### src/rtl/rbd_pkg.sv
// shared types and constants of the ring buffer deque
package rbd_pkg;

   // default ring depth
   localparam int RBD_DEPTH = 256;

   // command codes
   localparam logic [1:0] CMD_PUSH_FRONT = 2'd0;
   localparam logic [1:0] CMD_PUSH_BACK  = 2'd1;
   localparam logic [1:0] CMD_POP_FRONT  = 2'd2;
   localparam logic [1:0] CMD_POP_BACK   = 2'd3;

   // result status codes
   localparam logic [1:0] ST_OK    = 2'd0;
   localparam logic [1:0] ST_EMPTY = 2'd1;
   localparam logic [1:0] ST_FULL  = 2'd2;

   // field widths fixed by the item layout
   localparam int VALUE_W   = 32;
   localparam int CMD_W     = 2;
   localparam int STATUS_W  = 2;
   localparam int REQ_TDATA_W = ((CMD_W + VALUE_W + 7) / 8) * 8;

   // controller to datapath
   typedef struct packed {
      logic take;      // item transfer this cycle
      logic push;      // command is a push
      logic at_front;  // command works on the front end
   } rbd_cmd_type;

   // datapath to controller
   typedef struct packed {
      logic empty;
      logic full;
   } rbd_stat_type;

endpackage

### src/rtl/rbd_ctrl.sv
// controller state machine of the ring buffer deque
module rbd_ctrl (
   input  logic                clock,
   input  logic                reset,
   input  logic                req_tvalid,
   output logic                req_tready,
   input  logic [1:0]          req_cmd,
   output logic                rsp_tvalid,
   input  logic                rsp_tready,
   input  rbd_pkg::rbd_stat_type stat,
   output rbd_pkg::rbd_cmd_type  cmd
);
   import rbd_pkg::*;

   localparam logic [1:0] S_IDLE = 2'd0;
   localparam logic [1:0] S_READ = 2'd1;
   localparam logic [1:0] S_HOLD = 2'd2;

   logic [1:0] state_ff, state_in;
   logic       take;
   logic       is_push;
   logic       pop_ok;

   assign req_tready = (state_ff == S_IDLE) || ((state_ff == S_HOLD) && rsp_tready);
   assign rsp_tvalid = (state_ff == S_HOLD);
   assign take       = req_tvalid && req_tready;
   assign is_push    = (req_cmd == CMD_PUSH_FRONT) || (req_cmd == CMD_PUSH_BACK);
   assign pop_ok     = !is_push && !stat.empty;

   assign cmd.take     = take;
   assign cmd.push     = is_push;
   assign cmd.at_front = (req_cmd == CMD_PUSH_FRONT) || (req_cmd == CMD_POP_FRONT);

   always_comb begin
      state_in = state_ff;
      case (state_ff)
         S_IDLE: begin
            if (take) begin
               state_in = pop_ok ? S_READ : S_HOLD;
            end
         end
         S_READ: begin
            state_in = S_HOLD;
         end
         S_HOLD: begin
            if (take) begin
               state_in = pop_ok ? S_READ : S_HOLD;
            end else if (rsp_tready) begin
               state_in = S_IDLE;
            end
         end
         default: begin
            state_in = S_IDLE;
         end
      endcase
   end

   always_ff @(posedge clock) begin
      if (reset) begin
         state_ff <= S_IDLE;
      end else begin
         state_ff <= state_in;
      end
   end

endmodule

### config.mk
export PLATFORM = sky130hd
export DESIGN_NAME = rbd_ctrl
export DESIGN_NICKNAME = d
export VERILOG_FILES = /design/src/rtl/rbd_pkg.sv /design/src/rtl/rbd_ctrl.sv
export SDC_FILE = /design/constraint.sdc
export NUM_CORES = 1
export LEC_CHECK = 0
export CAP_MARGIN = 20
export CORE_AREA = 3 3 40 42
export DETAILED_ROUTE_END_ITERATION = 7
export DIE_AREA = 0 0 43 45
export DONT_BUFFER_PORTS = 1
export PLACE_DENSITY_LB_ADDON = 0.08
export SETUP_SLACK_MARGIN = 0.5
export SYNTH_ARGS = -nofsm -noshare
export SYNTH_HDL_FRONTEND = slang
export SYNTH_SLANG_ARGS = --single-unit
### constraint.sdc
create_clock -name clock -period 0.91 [get_ports clock]
set_input_delay 0.091 -clock clock [delete_from_list [all_inputs] [get_ports clock]]
set_output_delay 0.091 -clock clock [all_outputs]
set_load 0.01 [all_outputs]
# After elaboration in Yosys (flattened, before gate mapping)
# Index checks and enable logic that the tools add are counted.
dict set report classes {
  eq_ne 6
  muxes 5
  n_reduce_logical 11
}
# cell count
set op_table {}
lappend op_table {{2-bit two-way mux} 4}
lappend op_table {{2-bit case mux with 3 select lines} 1}
lappend op_table {{2-bit by 1-bit equality test with 1-bit output, second input constant} 2}
lappend op_table {{2-bit equality test, second input constant} 2}
lappend op_table {{2-bit logical NOT} 2}
lappend op_table {{1-bit logical AND} 3}
lappend op_table {{1-bit logical OR} 3}
lappend op_table {{3-bit by 1-bit inequality test with 1-bit output, second input constant} 1}
lappend op_table {{1-bit logical NOT} 2}
lappend op_table {{2-bit inequality test, second input constant} 1}
lappend op_table {{2-bit AND reduction} 1}
dict set report word_totals {
  reg_bits 2
  in_bits 8
  word_cells 23
}

# Longest topological paths before layout
# Gate-level depths: netlist of run 1.
dict set report depth {
  word_depth 7
  ltp_mapped 4
  ltp_nobuf 3
}

# Least setup slack after synthesis of run 1
# Ideal clock, no wire load.
dict set report synth_path {
  path_type {flip-flop to output port}
  start {register state_ff[1]}
  end {output port cmd[2] (netlist name)}
  arrival_time_ns 0.822
  required_ns 0.819
  setup_slack_ns -0.003
  stages_incl_launch_ff 4
  cell_sequence {dfxtp_1 a21oi_2 and2_2 buf_4}
}
dict set report synth_via {
  elab_chain_len 4
}
# item line_no
set synth_rtl {}
lappend synth_rtl {{from (decl)} rbd_ctrl.sv:19} ;# logic [1:0] state_ff, state_in;
lappend synth_rtl {{from (signal assigned)} rbd_ctrl.sv:62} ;# state_ff <= state_in;
lappend synth_rtl {{2-bit equality test} rbd_ctrl.sv:24} ;# assign req_tready = (state_ff == S_IDLE) || ((state_ff == S_HOLD) && rsp_tready);
lappend synth_rtl {{1-bit logical AND} rbd_ctrl.sv:24}
lappend synth_rtl {{1-bit logical OR *} rbd_ctrl.sv:24}
lappend synth_rtl {{via req_tready} rbd_ctrl.sv:6} ;# output logic req_tready,
lappend synth_rtl {{1-bit logical AND *} rbd_ctrl.sv:26} ;# assign take = req_tvalid && req_tready;
lappend synth_rtl {{to (decl)} rbd_ctrl.sv:11} ;# output rbd_pkg::rbd_cmd_type cmd
# The timed path passes the listed nets; every way through them passes the cells marked *.

==> metrics, run 1 <==
Clk pwr share=0.575; Die H=about 45 um; vias=between 90 and 100; cells along the critical path=a21oi_4 > and2_4; Routability Congestion=between 0.5 and 0.6; dpl cells=29; critical path's slowest cell=dfxtp_2; IO Port Bufs=0; final setup fails=2; Slew @ Worst Pin=roughly 0.17 ns; core area=0.00128 sq mm; delay-heaviest family, CP=flip-flops; Most Used Layer, Global Route=met4; final hold vios=1; routed len/inst=about 9 um; sequential area share after synthesis=0.323; TritonCTS clock tree=yes; Largest regs=state_ff (2); FF+latch area=42.5 sq um; setup ws final=-0.0482 ns; crit path launch type=register; GRT met2 Usage=0.0389; Hold Path Stages=1; die width=between 40 and 50 um; P_int=between 200 and 300 uW; global-route wire length before repair=about 400 um; drt initial violations=0; cell area after synthesis=roughly 120 sq um; Crit. End Element=output port; cell area power density=1930 mW/mm^2; io pins=13; grt total ovfl=0; M3 GR Usage=0.0239; Total Neg Setup Slack=-0.0651 ns; count of different cell masters after synthesis=11; RSZ-0062 raised after global routing=true; worst setup path class=register to output port; Util after Layout=0.139; WP data arrival=a little under 0.9 ns; fillers=between 150 and 200; final net count=28; Area growth, synth to finish=44.4%; Max-slew headroom=0.887; CTS resizes=0; Overall Power=around 350 uW; crit path max fanout=3; vias in the first global route=~110; Largest Register=state_ff; max reg flops=2; fin crit share=1.05; CTS Sinks=2; post-synthesis average cell area=roughly 8.3 sq um; H-tree levels=1; Period minus WS final=0.958 ns; fmax=about 1000 MHz; Reg clk slew, reported paths=around 0.03 ns; Synth Warn #=0; final WL=298 um; Worst EP required=about 0.82 ns; Root Buffer Master=clkbuf_4; Net Sw Frac=0.236; number of cells in the finished layout apart from fillers=33; CTS Buf Count=3; ANT cells=0; share of layout cells above drive strength 1=0.611; dpl ws=0.149 ns; multi-input logic area=68.8 sq um; failing checks=negative hold slack, negative setup slack; Net Switching=81.6 uW; clock skew=approximately 0.0017 ns; placed inst area=approximately 150 sq um; worst path bufs/invs=0; combinational share of power=0.134; worst skew pair latency=0.22 ns; Max clock buf depth=2; Worst path depth=2; Residual DRC=0; Syn Inst Count=15; Fin Hold WS=-0.0773 ns; #FFs+latches synth=2; first-pass iteration count of the detailed router=1; Worst R2R Path Depth=3; post-synth net total=23; slowest stage delay, CP=roughly 0.33 ns; Hold Crit Class=input port to register; status=complete, but fails checks; Leak Pwr=0.0846 nW; pin count of the biggest net entering global routing=5; initial antenna violation count=0; GRT Overall Usage=0.0382; met1 Use GR=0.0215; fin area=179 sq um; FP Rows=13; Max VDD drop=about 0.24 mV; Initial Util=0.0964; Slew Limit Fails=0; Flop pwr share=0.291; max cap viols=0; vias per inst=2.94; number of routed nets with antenna violations=0; full die area=roughly 0.0019 sq mm
synthesized netlist by cell type:
master / number / area, sq um
and3_1: 1 / 6.26
nor2_1: 1 / 3.75
nor2b_1: 1 / 6.26
buf_4: 2 / 15.0
and2_2: 1 / 7.51
dfxtp_1: 2 / 40.0
a221oi_2: 1 / 15.0
inv_1: 3 / 11.3
nand2b_1: 1 / 6.26
nand2_1: 1 / 3.75
a21oi_2: 1 / 8.76
path summary, 6_finish.rpt:
check	startpoint	end	slack, ns
setup reg to reg	state_ff[1]	state_ff[1]	0.07
hold reg to reg	state_ff[1]	state_ff[1]	0.46
setup / recovery	state_ff[1]	cmd[2]	-0.05
hold / removal	reset	state_ff[1]	-0.08
area by class of cell:
type / count / area share
Clock buffer: 3 / 0.126
Sequential cell: 2 / 0.238
Tap cell: 15 / 0.105
Multi-Input combinational cell: 8 / 0.385
Timing Repair Buffer: 2 / 0.0839
Inverter: 3 / 0.0629
worst register-to-register path, cell delays in order, from the launching register on:
cell and delay, ns:
dfxtp_2 0.35, a21oi_4 0.07, buf_4 0.13, a221oi_2 0.19
layout by cell type (no fill, tap or decap), drive strengths merged:
master / Yosys / routed
and2: 1 / 1
inv: 3 / 3
clkbuf: 0 / 3
nand2b: 1 / 1
a21oi: 1 / 1
nand2: 1 / 1
dfxtp: 2 / 2
and3: 1 / 1
nor2b: 1 / 1
a221oi: 1 / 1
buf: 2 / 2
nor2: 1 / 1
logic make-up after synthesis:
family	synth area share
simple gates	0.273
compound gates	0.192
buf+inv	0.212
flops	0.323
power by group through the flow:
stage	clock, mW	sequential, mW	combinational, mW
2_1_floorplan	0	0.101	0.0428
3_3_place_gp	0	0.102	0.0440
3_5_place_dp	0	0.102	0.0433
4_1_cts	0.215	0.101	0.0434
5_1_grt	0.225	0.101	0.0505
6_report	0.199	0.101	0.0462
layer usage:
| layer | routed length [um] | share of wire | vias up |
|---|---|---|---|
| met2 | 159 | 0.53 | 7 |
| met5 | 0 | 0 | - |
| met3 | 45 | 0.15 | 0 |
| met4 | 0 | 0 | 0 |
| li1 | - | - | 51 |
| met1 | 92 | 0.31 | 39 |
timing repair:
action                     4_1_cts  5_1_grt
hold endpoints to repair         1        1
setup endpoints to repair        5        5
buffers inserted                 0        1
pin swaps                        1        0
No activity file was read; power rests on OpenSTA's default activity.
==> run 2: changes to the inputs <==
--- a/config.mk
+++ b/config.mk
@@ -5,6 +5,7 @@
 export SDC_FILE = /design/constraint.sdc
 export NUM_CORES = 1
 export LEC_CHECK = 0
+export ABC_AREA = 1
 export CAP_MARGIN = 20
 export CORE_AREA = 3 3 40 42
 export DETAILED_ROUTE_END_ITERATION = 7
==> run 2 against run 1 <==
The flow still finishes with violations (negative hold slack, negative setup slack). Die area unchanged. Critical path depth up 2. Hold slack better by 0.0058 ns. Clock skew down 0.00097 ns. Largest power group unchanged. Non-clock buffer count up 2. Flip-flop and latch count unchanged. Final area up 17%. Largest cell class unchanged.
==> metrics, run 2 <==
post-synth net total=29; asr flop ratio synth=0; cell area after synthesis=around 140 sq um; Overall Power=roughly 350 uW; top cells by area, synth=dfxtp_1 (29%), inv_1 (19%), nand2_2 (14%), buf_4 (11%), nor3_2 (7.3%); CTS Sinks=2; number of routed nets with antenna violations=0; placed inst area=roughly 150 sq um; final WL=slightly above 300 um; die width=between 40 and 50 um; Routability Congestion=~0.62; Max clock buf depth=2; vias=around 140; Worst R2R Path Depth=5; dpl cells=35; WP data arrival=around 0.84 ns; Synth Warn #=0; combinational share of power=0.173; Leak Pwr=0.106 nW; full die area=between 0.0015 and 0.002 sq mm; Hold EP=state_ff[0]; commonest cells after routing, fill and taps aside=inv_1 (5), clkbuf_4 (3), buf_4 (3); first-pass iteration count of the detailed router=2; Max-slew headroom=0.902; sequential area share after synthesis=0.291; core area=~0.0013 sq mm; Root Buffer Master=clkbuf_4; R2R setup slack=around 0.030 ns; max cap viols=0; H-tree levels=1; critical hold path startpoint=reset; top-count cell post-synth=inv_1; setup ws final=-0.0196 ns; CTS Buf Count=3; crit path max fanout=2; TritonCTS clock tree=yes; routed len/inst=~7.4 um; multi-input logic area=between 60 and 70 sq um; status=complete, but fails checks; reg-to-reg startpoint=state_ff[0]; Area growth, synth to finish=52.7%; vias in the first global route=~140; share of layout cells above drive strength 1=0.654; post-synthesis average cell area=approximately 6.6 sq um; Hold Path Stages=1; vias per inst=3.39; Critical R2R Capture=state_ff[1]; Die H=roughly 45 um; Yosys top cell by area=dfxtp_1; final net count=36; clock skew=~0.00072 ns; Slew @ Worst Pin=0.147 ns; Total Neg Setup Slack=-0.0284 ns; count of different cell masters after synthesis=11; Initial Util=0.107; failing checks=negative hold slack, negative setup slack; global-route wire length before repair=about 480 um; FF+latch area=around 43 sq um; most frequent cells after synthesis=inv_1 (7), nand2_2 (3), buf_4 (2), dfxtp_1 (2); fmax=around 1100 MHz; Syn Inst Count=21; number of synthesized flops with an enable pin=0; Detailed Place HPWL=255 um; Worst EP required=slightly above 0.8 ns; final hold vios=2; grt total ovfl=0; Largest Register=state_ff; Residual DRC=0; Fin Hold WS=-0.0715 ns; GRT Overall Usage=0.0391; Clk pwr share=0.547; final setup fails=2; number of cells in the finished layout apart from fillers=41; most common cell after layout, fill and taps aside=inv_1; Crit. End Element=output port; RSZ-0062 raised after global routing=true; P_int=around 270 uW; Period minus WS final=0.930 ns; io pins=13; ANT cells=0; initial antenna violation count=0; Net Sw Frac=0.239; Largest regs=state_ff (2); dominant synthesized flop cell=dfxtp_1; Max VDD drop=a little under 0.3 mV; fillers=150; Flop pwr share=0.280; Slew Limit Fails=0; fin area=between 200 and 250 sq um; max reg flops=2; top-area cell type share of the netlist area=0.291; FP Rows=13; worst skew pair latency=0.22 ns; cell area power density=between 1500 and 2000 mW/mm^2; pin count of the biggest net entering global routing=3; Hold Crit Class=input port to register; Net Switching=83.4 uW; fin crit share=1.02; crit path launch type=register; Reg clk slew, reported paths=0.03 ns; #FFs+latches synth=2; worst setup path class=register to output port; IO Port Bufs=0; drt initial violations=1
## run 2: per-layer routing
metal	part of all wire	track usage	vias up
met4	0	0.0542	0
met3	0.13	0.0359	0
met2	0.49	0.0509	9
met5	0	0	-
li1	-	-	68
met1	0.38	0.0288	62
## run 2: power groups by stage
stage / clock network [mW] / registers (mW) / logic (mW)
global route: 0.216 / 0.0984 / 0.0668
CTS: 0.204 / 0.0978 / 0.0503
finish: 0.191 / 0.0977 / 0.0603
detailed placement: 0 / 0.0989 / 0.0483
global placement: 0 / 0.0992 / 0.0493
floorplan: 0 / 0.0982 / 0.0491
## run 2: what timing repair did
action                                  in CTS  in global routing
pin swaps                                    3                  2
setup buffers                                1                  2
gates resized for setup                      0                  3
hold endpoints to repair                     2                  2
endpoints found under the setup margin       5                  5
## run 2: stage by stage
step | setup slack [ns] | hold slack (ns) | utilization
floorplan | 0.131 | 0.148 | -
global placement | 0.0935 | 0.155 | 0.120
detailed placement | 0.113 | 0.152 | 0.120
CTS | -0.0362 | -0.0787 | 0.143
global route | -0.0653 | -0.0821 | 0.164
finish | -0.0196 | -0.0715 | 0.164
## run 2: kinds of logic after synthesis
family | count (synthesis) | synth area share
buffers and inverters | 10 | 0.327
AND/OR/NAND/NOR | 7 | 0.309
flip-flops | 2 | 0.291
AO/OA/AOI/OAI | 2 | 0.0727
## run 2: how the worst max path moves through the flow
stage / to / slack [ns] / cells after the start / startpoint
CTS: cmd[2] / -0.04 / 5 / state_ff[1]
floorplan: cmd[2] / 0.13 / 6 / state_ff[1]
detailed placement: state_ff[0] / 0.11 / 5 / state_ff[0]
global placement: state_ff[0] / 0.09 / 5 / state_ff[0]
finish: req_tready / -0.02 / 4 / state_ff[1]
global route: req_tready / -0.07 / 4 / state_ff[1]
## run 2: area by class of cell
class | instances | area share
clock buffer | 3 | 0.107
tap | 15 | 0.0893
inverter | 8 | 0.155
timing repair buffer | 4 | 0.161
multi-input combinational | 9 | 0.286
sequential | 2 | 0.202
## run 2: critical path, stage by stage (launching register included)
cell and delay [ns]:
dfxtp_2 0.32, nand2_2 0.05, nand2_2 0.06, inv_2 0.05
buf_4 0.13
